===== config.mk =====
export PLATFORM = sky130hd
export DESIGN_NAME = playfair_cipher_encoder_core
export DESIGN_NICKNAME = d
export VERILOG_FILES = /design/src/design/pfe_pkg.sv /design/src/design/pfe_ctrl.sv /design/src/design/pfe_datapath.sv /design/src/design/playfair_cipher_encoder_core.sv
export SDC_FILE = /design/constraint.sdc
export NUM_CORES = 1
export LEC_CHECK = 0
export BUFFER_PORTS_ARGS = -buffer_cell sky130_fd_sc_hd__buf_2
export CAP_MARGIN = 20
export CORE_UTILIZATION = 50
export CTS_BUF_LIST = sky130_fd_sc_hd__clkbuf_4
export DETAILED_ROUTE_END_ITERATION = 8
export GPL_TIMING_DRIVEN = 0
export PLACE_DENSITY_LB_ADDON = 0.1
export SLEW_MARGIN = 20
export SYNTH_ARGS = -nofsm -noshare
export SYNTH_HDL_FRONTEND = slang
export SYNTH_SLANG_ARGS = --single-unit

===== constraint.sdc =====
create_clock -name aclk -period 4.1 [get_ports aclk]
set_clock_uncertainty 0.2 [all_clocks]
set_input_delay 0.82 -clock aclk [delete_from_list [all_inputs] [get_ports aclk]]
set_output_delay 0.82 -clock aclk [all_outputs]
set_load 0.005 [all_outputs]

===== src/design/pfe_pkg.sv =====
// shared types and constants for the playfair encoder core
// used by pfe_ctrl, pfe_datapath and playfair_cipher_encoder_core
`timescale 1ns / 1ps
`default_nettype none

package pfe_pkg;

    localparam int SIDE     = 5;
    localparam int CELLS    = SIDE * SIDE;
    localparam int LETTERS  = 26;
    localparam int LW       = 5;   // letter / cell index width
    localparam int RCW      = 3;   // row / column width

    localparam logic [LW-1:0] LETTER_Q = 5'd16;
    localparam logic [LW-1:0] LETTER_X = 5'd23;

    typedef enum logic [1:0] {
        OP_KEY   = 2'd0,
        OP_MSG   = 2'd1,
        OP_END   = 2'd2,
        OP_CLEAR = 2'd3
    } op_t;

    // controller to datapath
    typedef struct packed {
        logic latch_in;
        logic place;
        logic place_walk;
        logic walk_start;
        logic walk_step;
        logic set_closed;
        logic hold;
        logic load_pair;
        logic pair_x;
        logic drop_held;
        logic clear;
        logic out_load;
        logic out_second;
    } pfe_cmd_t;

    // datapath to controller
    typedef struct packed {
        op_t           op;
        logic          letter_ok;
        logic          closed;
        logic          held_valid;
        logic          held_eq;
        logic          walk_last;
        logic          out_free;
        logic [LW-1:0] fill;
    } pfe_status_t;

endpackage

`default_nettype wire


===== src/design/pfe_ctrl.sv =====
// sequencing state machine of the playfair encoder core
// depends on pfe_pkg; drives pfe_datapath through pfe_cmd_t
`timescale 1ns / 1ps
`default_nettype none

module pfe_ctrl (
    input  wire                  aclk,
    input  wire                  aresetn,
    input  wire                  s_tvalid,
    output logic                 s_tready,
    input  pfe_pkg::pfe_status_t st,
    output pfe_pkg::pfe_cmd_t    cmd
);
    import pfe_pkg::*;

    typedef enum logic [2:0] {
        S_IDLE,
        S_DECODE,
        S_CLOSE,
        S_POS,
        S_CALC,
        S_SQ,
        S_OUT_A,
        S_OUT_B
    } state_t;

    state_t state_reg, state_next;

    assign s_tready = (state_reg == S_IDLE);

    always_comb begin
        cmd        = '0;
        state_next = state_reg;
        unique case (state_reg)
            S_IDLE: begin
                if (s_tvalid) begin
                    cmd.latch_in = 1'b1;
                    state_next   = S_DECODE;
                end
            end
            S_DECODE: begin
                state_next = S_IDLE;
                unique case (st.op)
                    OP_KEY: begin
                        cmd.place = !st.closed;
                    end
                    OP_MSG: begin
                        if (st.letter_ok) begin
                            if (!st.closed) begin
                                cmd.walk_start = 1'b1;
                                state_next     = S_CLOSE;
                            end else if (!st.held_valid) begin
                                cmd.hold = 1'b1;
                            end else begin
                                // equal letters: pair with x, repeat stays held
                                cmd.load_pair = 1'b1;
                                cmd.pair_x    = st.held_eq;
                                cmd.drop_held = !st.held_eq;
                                state_next    = S_POS;
                            end
                        end
                    end
                    OP_END: begin
                        if (st.held_valid) begin
                            cmd.load_pair = 1'b1;
                            cmd.pair_x    = 1'b1;
                            cmd.drop_held = 1'b1;
                            state_next    = S_POS;
                        end
                    end
                    OP_CLEAR: begin
                        cmd.clear = 1'b1;
                    end
                    default: begin
                        state_next = S_IDLE;
                    end
                endcase
            end
            S_CLOSE: begin
                cmd.place      = 1'b1;
                cmd.place_walk = 1'b1;
                cmd.walk_step  = 1'b1;
                if (st.walk_last) begin
                    cmd.set_closed = 1'b1;
                    state_next     = S_DECODE;
                end
            end
            S_POS:  state_next = S_CALC;
            S_CALC: state_next = S_SQ;
            S_SQ:   state_next = S_OUT_A;
            S_OUT_A: begin
                if (st.out_free) begin
                    cmd.out_load = 1'b1;
                    state_next   = S_OUT_B;
                end
            end
            S_OUT_B: begin
                if (st.out_free) begin
                    cmd.out_load   = 1'b1;
                    cmd.out_second = 1'b1;
                    state_next     = S_IDLE;
                end
            end
            default: state_next = S_IDLE;
        endcase
    end

    always_ff @(posedge aclk) begin
        if (!aresetn) begin
            state_reg <= S_IDLE;
        end else begin
            state_reg <= state_next;
        end
    end

endmodule

`default_nettype wire


===== src/design/pfe_datapath.sv =====
// square and position memories, letter bookkeeping and result register
// depends on pfe_pkg; commanded by pfe_ctrl
`timescale 1ns / 1ps
`default_nettype none

module pfe_datapath (
    input  wire                      aclk,
    input  wire                      aresetn,
    input  wire  [1:0]               in_op,
    input  wire  [pfe_pkg::LW-1:0]   in_letter,
    input  pfe_pkg::pfe_cmd_t        cmd,
    output pfe_pkg::pfe_status_t     st,
    output logic                     m_valid,
    input  wire                      m_ready,
    output logic [pfe_pkg::LW-1:0]   m_letter,
    output logic                     m_last
);
    import pfe_pkg::*;

    logic [LW-1:0] sq_mem  [CELLS];
    logic [LW-1:0] pos_mem [LETTERS];

    logic [1:0]         op_reg;
    logic [LW-1:0]      letter_reg;
    logic [LETTERS-1:0] used_reg;
    logic [LW-1:0]      fill_reg;
    logic               closed_reg;
    logic [LW-1:0]      held_reg;
    logic               held_valid_reg;
    logic [LW-1:0]      walk_reg;
    logic [LW-1:0]      a_reg, b_reg;
    logic [LW-1:0]      pos_a_reg, pos_b_reg;
    logic [LW-1:0]      oa_reg, ob_reg;
    logic [LW-1:0]      oa_next, ob_next;
    logic [LW-1:0]      sq_a_reg, sq_b_reg;
    logic               m_valid_reg;
    logic [LW-1:0]      m_letter_reg;
    logic               m_last_reg;

    logic [LW-1:0]  place_letter;
    logic           place_used;
    logic           do_place;
    logic [RCW-1:0] r1, c1, r2, c2;

    function automatic logic letter_valid(input logic [LW-1:0] l);
        return (l <= LW'(LETTERS - 1)) && (l != LETTER_Q);
    endfunction

    // row by comparison against row starts, column by what is left
    function automatic logic [RCW-1:0] row_of(input logic [LW-1:0] p);
        logic [RCW-1:0] r;
        r = '0;
        for (int i = 1; i < SIDE; i++) begin
            if (p >= LW'(i * SIDE)) r = RCW'(i);
        end
        return r;
    endfunction

    function automatic logic [RCW-1:0] col_of(input logic [LW-1:0] p);
        logic [LW-1:0] base;
        base = LW'(row_of(p) * SIDE);
        return RCW'(p - base);
    endfunction

    function automatic logic [RCW-1:0] wrap_inc(input logic [RCW-1:0] v);
        return (v == RCW'(SIDE - 1)) ? '0 : v + 1'b1;
    endfunction

    function automatic logic [LW-1:0] cell_of(input logic [RCW-1:0] r,
                                              input logic [RCW-1:0] c);
        return LW'(r * SIDE) + LW'(c);
    endfunction

    assign place_letter = cmd.place_walk ? walk_reg : letter_reg;
    assign place_used   = (place_letter <= LW'(LETTERS - 1)) ? used_reg[place_letter] : 1'b1;
    assign do_place     = cmd.place && letter_valid(place_letter) && !place_used
                          && (fill_reg < LW'(CELLS));

    assign r1 = row_of(pos_a_reg);
    assign c1 = col_of(pos_a_reg);
    assign r2 = row_of(pos_b_reg);
    assign c2 = col_of(pos_b_reg);

    always_comb begin
        if (r1 == r2) begin
            oa_next = cell_of(r1, wrap_inc(c1));
            ob_next = cell_of(r2, wrap_inc(c2));
        end else if (c1 == c2) begin
            oa_next = cell_of(wrap_inc(r1), c1);
            ob_next = cell_of(wrap_inc(r2), c2);
        end else begin
            oa_next = cell_of(r1, c2);
            ob_next = cell_of(r2, c1);
        end
    end

    // memories: one write port, two registered read ports each
    always_ff @(posedge aclk) begin
        if (do_place) begin
            sq_mem[fill_reg]      <= place_letter;
            pos_mem[place_letter] <= fill_reg;
        end
        pos_a_reg <= pos_mem[a_reg];
        pos_b_reg <= pos_mem[b_reg];
        sq_a_reg  <= sq_mem[oa_reg];
        sq_b_reg  <= sq_mem[ob_reg];
    end

    // payload registers
    always_ff @(posedge aclk) begin
        if (cmd.latch_in) begin
            op_reg     <= in_op;
            letter_reg <= in_letter;
        end
        if (cmd.walk_start) begin
            walk_reg <= '0;
        end else if (cmd.walk_step) begin
            walk_reg <= walk_reg + 1'b1;
        end
        if (cmd.load_pair) begin
            a_reg <= held_reg;
            b_reg <= cmd.pair_x ? LETTER_X : letter_reg;
        end
        oa_reg <= oa_next;
        ob_reg <= ob_next;
        if (cmd.out_load) begin
            m_letter_reg <= cmd.out_second ? sq_b_reg : sq_a_reg;
            m_last_reg   <= cmd.out_second;
        end
    end

    // control state
    always_ff @(posedge aclk) begin
        if (!aresetn || cmd.clear) begin
            used_reg       <= '0;
            fill_reg       <= '0;
            closed_reg     <= 1'b0;
            held_reg       <= '0;
            held_valid_reg <= 1'b0;
        end else begin
            if (do_place) begin
                used_reg[place_letter] <= 1'b1;
                fill_reg               <= fill_reg + 1'b1;
            end
            if (cmd.set_closed) begin
                closed_reg <= 1'b1;
            end
            if (cmd.hold) begin
                held_reg       <= letter_reg;
                held_valid_reg <= 1'b1;
            end else if (cmd.load_pair && cmd.drop_held) begin
                held_valid_reg <= 1'b0;
            end
        end
    end

    always_ff @(posedge aclk) begin
        if (!aresetn) begin
            m_valid_reg <= 1'b0;
        end else if (cmd.out_load) begin
            m_valid_reg <= 1'b1;
        end else if (m_ready) begin
            m_valid_reg <= 1'b0;
        end
    end

    assign st.op         = op_t'(op_reg);
    assign st.letter_ok  = letter_valid(letter_reg);
    assign st.closed     = closed_reg;
    assign st.held_valid = held_valid_reg;
    assign st.held_eq    = (held_reg == letter_reg);
    assign st.walk_last  = (walk_reg == LW'(LETTERS - 1));
    assign st.out_free   = !m_valid_reg || m_ready;
    assign st.fill       = fill_reg;

    assign m_valid  = m_valid_reg;
    assign m_letter = m_letter_reg;
    assign m_last   = m_last_reg;

endmodule

`default_nettype wire


===== src/design/playfair_cipher_encoder_core.sv =====
// Playfair encryptor over a 5x5 square without Q, built as a controller
// (pfe_ctrl) and a datapath (pfe_datapath); depends on pfe_pkg.
//
// Items arrive with the opcode in s_tuser (key letter, message letter, end of
// message, clear) and the letter in s_tdata. Each item is taken, decoded and
// finished before the next is taken. An item that completes a pair passes
// through the chain position read, cell arithmetic, square read and two result
// slots, and waits in the result slots while m_tready holds the result register.
// The first message letter after a key adds a walk over the alphabet that
// fills the rest of the square, one letter a cycle through the single write
// port, and a second decode. Each pair gives two result items; m_tlast marks
// the second.
`timescale 1ns / 1ps
`default_nettype none

module playfair_cipher_encoder_core (
    input  wire        aclk,
    input  wire        aresetn,
    input  wire        s_tvalid,
    output logic       s_tready,
    input  wire  [7:0] s_tdata,   // [4:0] letter, [7:5] zero
    input  wire  [1:0] s_tuser,   // [1:0] opcode
    output logic       m_tvalid,
    input  wire        m_tready,
    output logic [7:0] m_tdata,   // [4:0] cipher_letter, [7:5] zero
    output logic       m_tlast    // pair_end
);
    import pfe_pkg::*;

    pfe_cmd_t      cmd;
    pfe_status_t   st;
    logic [LW-1:0] m_letter;

    pfe_ctrl u_ctrl (
        .aclk     (aclk),
        .aresetn  (aresetn),
        .s_tvalid (s_tvalid),
        .s_tready (s_tready),
        .st       (st),
        .cmd      (cmd)
    );

    pfe_datapath u_dp (
        .aclk      (aclk),
        .aresetn   (aresetn),
        .in_op     (s_tuser),
        .in_letter (s_tdata[LW-1:0]),
        .cmd       (cmd),
        .st        (st),
        .m_valid   (m_tvalid),
        .m_ready   (m_tready),
        .m_letter  (m_letter),
        .m_last    (m_tlast)
    );

    assign m_tdata = {3'b000, m_letter};

    // a taken item is finished before another is taken
    a_one_at_a_time: assert property (@(posedge aclk) disable iff (!aresetn)
        s_tvalid && s_tready |=> !s_tready)
        else $error("item taken while previous one still in work");

    // the square never holds more than its cells
    a_fill_bound: assert property (@(posedge aclk) disable iff (!aresetn)
        st.fill <= LW'(CELLS))
        else $error("square fill count overflow");

    // a closed square is always full
    a_closed_full: assert property (@(posedge aclk) disable iff (!aresetn)
        st.closed |-> st.fill == LW'(CELLS))
        else $error("square closed while not full");

    // results come from a full square, so they are letters other than q
    a_result_letter: assert property (@(posedge aclk) disable iff (!aresetn)
        m_tvalid |-> (m_tdata <= 8'd25) && (m_tdata[LW-1:0] != LETTER_Q))
        else $error("result is not a square letter");

endmodule

`default_nettype wire

==> run metrics <==
outcome finished clean; RSZ-0062 raised after global routing true; Synth Warn # 0; hpwl dp 29100 um; first-pass GRT wire length 65500 um; Synth area leader edfxtp_1; mapped cell area 17400 um^2; H-Tree Level Count 3; fin area 20000 um^2; Final Hold Fails 0; Syn Inst Count 1147; Synth top area share 0.479; crit start category flop; Reg clk slew, reported paths 0.06 ns; Clock Power Share 0.381; WHS 0.0419 ns; Core Footprint 34500 um^2; Max Freq 0.252 GHz; FFs w/ async S/R, synth 0; Placed Cells 1627; switching power total 0.00209 W; Worst-Margin Slew 1.03 ns; Max transition margin 0.314; root buf cell clkbuf_4; CTS tree yes; layout cell share with drive strength beyond 1 0.349; Synth Area per Inst 15.2 um^2; post-synthesis mux area share 0.237; Die Wd 189 um; Multi-input gate area 7720 um^2; DRT iter0 DRCs 763; DR vias 10.7k; CP Capture Point u_dp.sq_mem[3][1]$_DFFE_PP_; initial cell density of the core 0.506; final wirelength 42600 um; # fillers 2797; top_reg_cell synth edfxtp_1; Buffers on Ports 18; worst setup margin 0.137 ns; Yosys reg bits 355; r2r setup slk 0.14 ns; Tightest Hold Check Type in -> reg; vias in the first global route 11.1k; worst vdd ir 0.268 mV; critical path class reg -> reg; number of nets with antenna violations after routing 0; Remaining Overflow, GRT 0; num rows 68; min-delay src s_tuser[1]; RD Place Congestion 0.820; Worst setup EP type flop; Max-Cap Viols 0; library cells used by synthesis 66; initial antenna violation count 1; Post-Synth XOR/XNOR Area 0.0151; compound-cell area share of the yosys netlist 0.0498; Synth Area in Adders 0.0399; Critical path origin u_ctrl.state_reg[0]$_SDFFE_PN0P_; # DRC 0; die height 189 um; Final Slew Violations 0; worst reg2reg path depth 10; Net Sw Frac 0.260; Worst-Skew Late Latency 0.78 ns; die area 35600 um^2; worst slack at placement -0.777 ns; worst path required time 4.32 ns; max reg flops 130; largest net degree at the start of global routing 36; internal power 0.00594 W; GRT Total Usage 0.249; Vias/cell 5.91; PwrDens 402 nW/um^2; wire per inst 23.5 um; drt pass-1 iters 5; Max clock buf depth 3; leak pwr 6.96 nW; Final Util 0.580; Final setup viols 0; Reg-to-Reg End u_dp.sq_mem[3][1]$_DFFE_PP_; CTS sink cnt 355; area growth from synthesis to layout 14.6%; main combinational cell family by area after synthesis multiplexers; Sequential Power Share 0.509; CP max FO 10; critical register-to-register path startpoint u_ctrl.state_reg[0]$_SDFFE_PN0P_; combinational share of power 0.110; Worst EP arrival 4.18 ns; register area 9900 um^2; Final Critical Period 3.96 ns; # nets final 1346; synth top area cells edfxtp_1 48%, mux4_2 18%, dfxtp_1 8.8%; sequential area share after synthesis 0.567; Finished Layout Cells 1812; IO Pins 25; Simple-Gate Fraction of Synth Area 0.0697; total CTS buffers 92; Post-synth EDFFs 278; dpl cell area 18100 um^2; Final period util 0.967
## power by group through the flow
stage	sequential, W	clock [W]	combinational (W)
finish	0.00409	0.00306	0.000882
global route	0.00410	0.00333	0.000951
CTS	0.00409	0.00315	0.000863
global placement	0.00417	0	0.000781
detailed placement	0.00417	0	0.000790
floorplan	0.00414	0	0.000558
## cell usage after synthesis (all sizes together), types with 8 or more instances
library cell    n
nor3            8
xor2           14
a21oi          38
nand2          68
inv            27
mux2           48
xnor2          16
o21ai          37
nor2b          21
nand3          14
clkbuf         39
a211oi         18
and2           11
edfxtp        278
dfxtp          77
nor2           83
mux2i          40
buf            29
ha             42
mux4          141
fa              8
## cell families (layout without fill, tap and decap cells)
kind of cell | count (synthesis) | after routing
AND/OR/NAND/NOR | 248 | 248
adder cells (fa/ha/maj) | 51 | 51
flip-flops | 355 | 355
XOR/XNOR | 30 | 30
buffers and inverters | 95 | 297
AO/OA/AOI/OAI | 138 | 138
multiplexers | 229 | 229
other | 1 | 9
## worst max-delay path, stage by stage (launching register included)
cell and delay (ns):
dfxtp_1 0.34, or3b_1 0.38, clkbuf_1 0.21, and4b_1 0.26, a31oi_2 0.39, o221ai_1 0.21, or4_1 0.58, nor4_4 0.25
buf_4 0.29, nand2_4 0.17, nor2_2 0.32
## layout by cell type, fill, tap and decap left out, types with 23 or more instances in the layout
cell type	count
mux2i_1	38
clkinv_1	23
nand2_1	60
clkbuf_1	38
mux4_2	141
dfxtp_1	70
nor2_4	40
clkbuf_4	139
ha_1	42
mux2_2	48
a21oi_1	38
edfxtp_1	278
inv_1	24
nor2_1	34
## final cells by class
type                    count  area share
clock buffers             138      0.0518
flip-flops and latches    355       0.495
clock inverters            30     0.00751
well taps                 455      0.0285
inverters                  27     0.00545
plain buffers              68      0.0143
multi-input cells         704       0.386
diodes                      1    0.000125
repair buffers             34      0.0110
## per-layer routing
metal | global-route usage | wire, um
met5 | 0 | 0
met4 | 0.104 | 1280
met3 | 0.0481 | 2100
met2 | 0.421 | 21700
met1 | 0.313 | 17500
## metrics by stage
step / setup TNS (ns) / power [W]
floorplan: 0 / 0.00469
global placement: -167.62 / 0.00495
detailed placement: -152.12 / 0.00496
CTS: -0.0539 / 0.00810
global route: -0.0223 / 0.00838
finish: 0 / 0.00804
## what timing repair did
action / CTS / global route
endpoints found under the setup margin: 277 / 253
setup buffers: 7 / 5
hold buffers: 4 / 0
endpoints found under the hold margin: 4 / 0
resized for setup: 105 / 33
pin swaps: 5 / 6
cloned: 0 / 0
## worst min path at each step
| stage | endpoint | slack (ns) | depth (start not counted) |
|---|---|---|---|
| after global placement | u_dp.used_reg[14]$_SDFFE_PP0P_ | 0.23 | 2 |
| after global routing | u_dp.op_reg[0]$_DFFE_PP_ | 0.01 | 1 |
| after detailed placement | u_dp.used_reg[5]$_SDFFE_PP0P_ | 0.24 | 2 |
| final | u_dp.op_reg[1]$_DFFE_PP_ | 0.04 | 1 |
| after floorplan | u_dp.used_reg[14]$_SDFFE_PP0P_ | 0.22 | 2 |
| after CTS | u_dp.op_reg[0]$_DFFE_PP_ | 0.0001 | 1 |
Power figures use the tool's default switching activity.
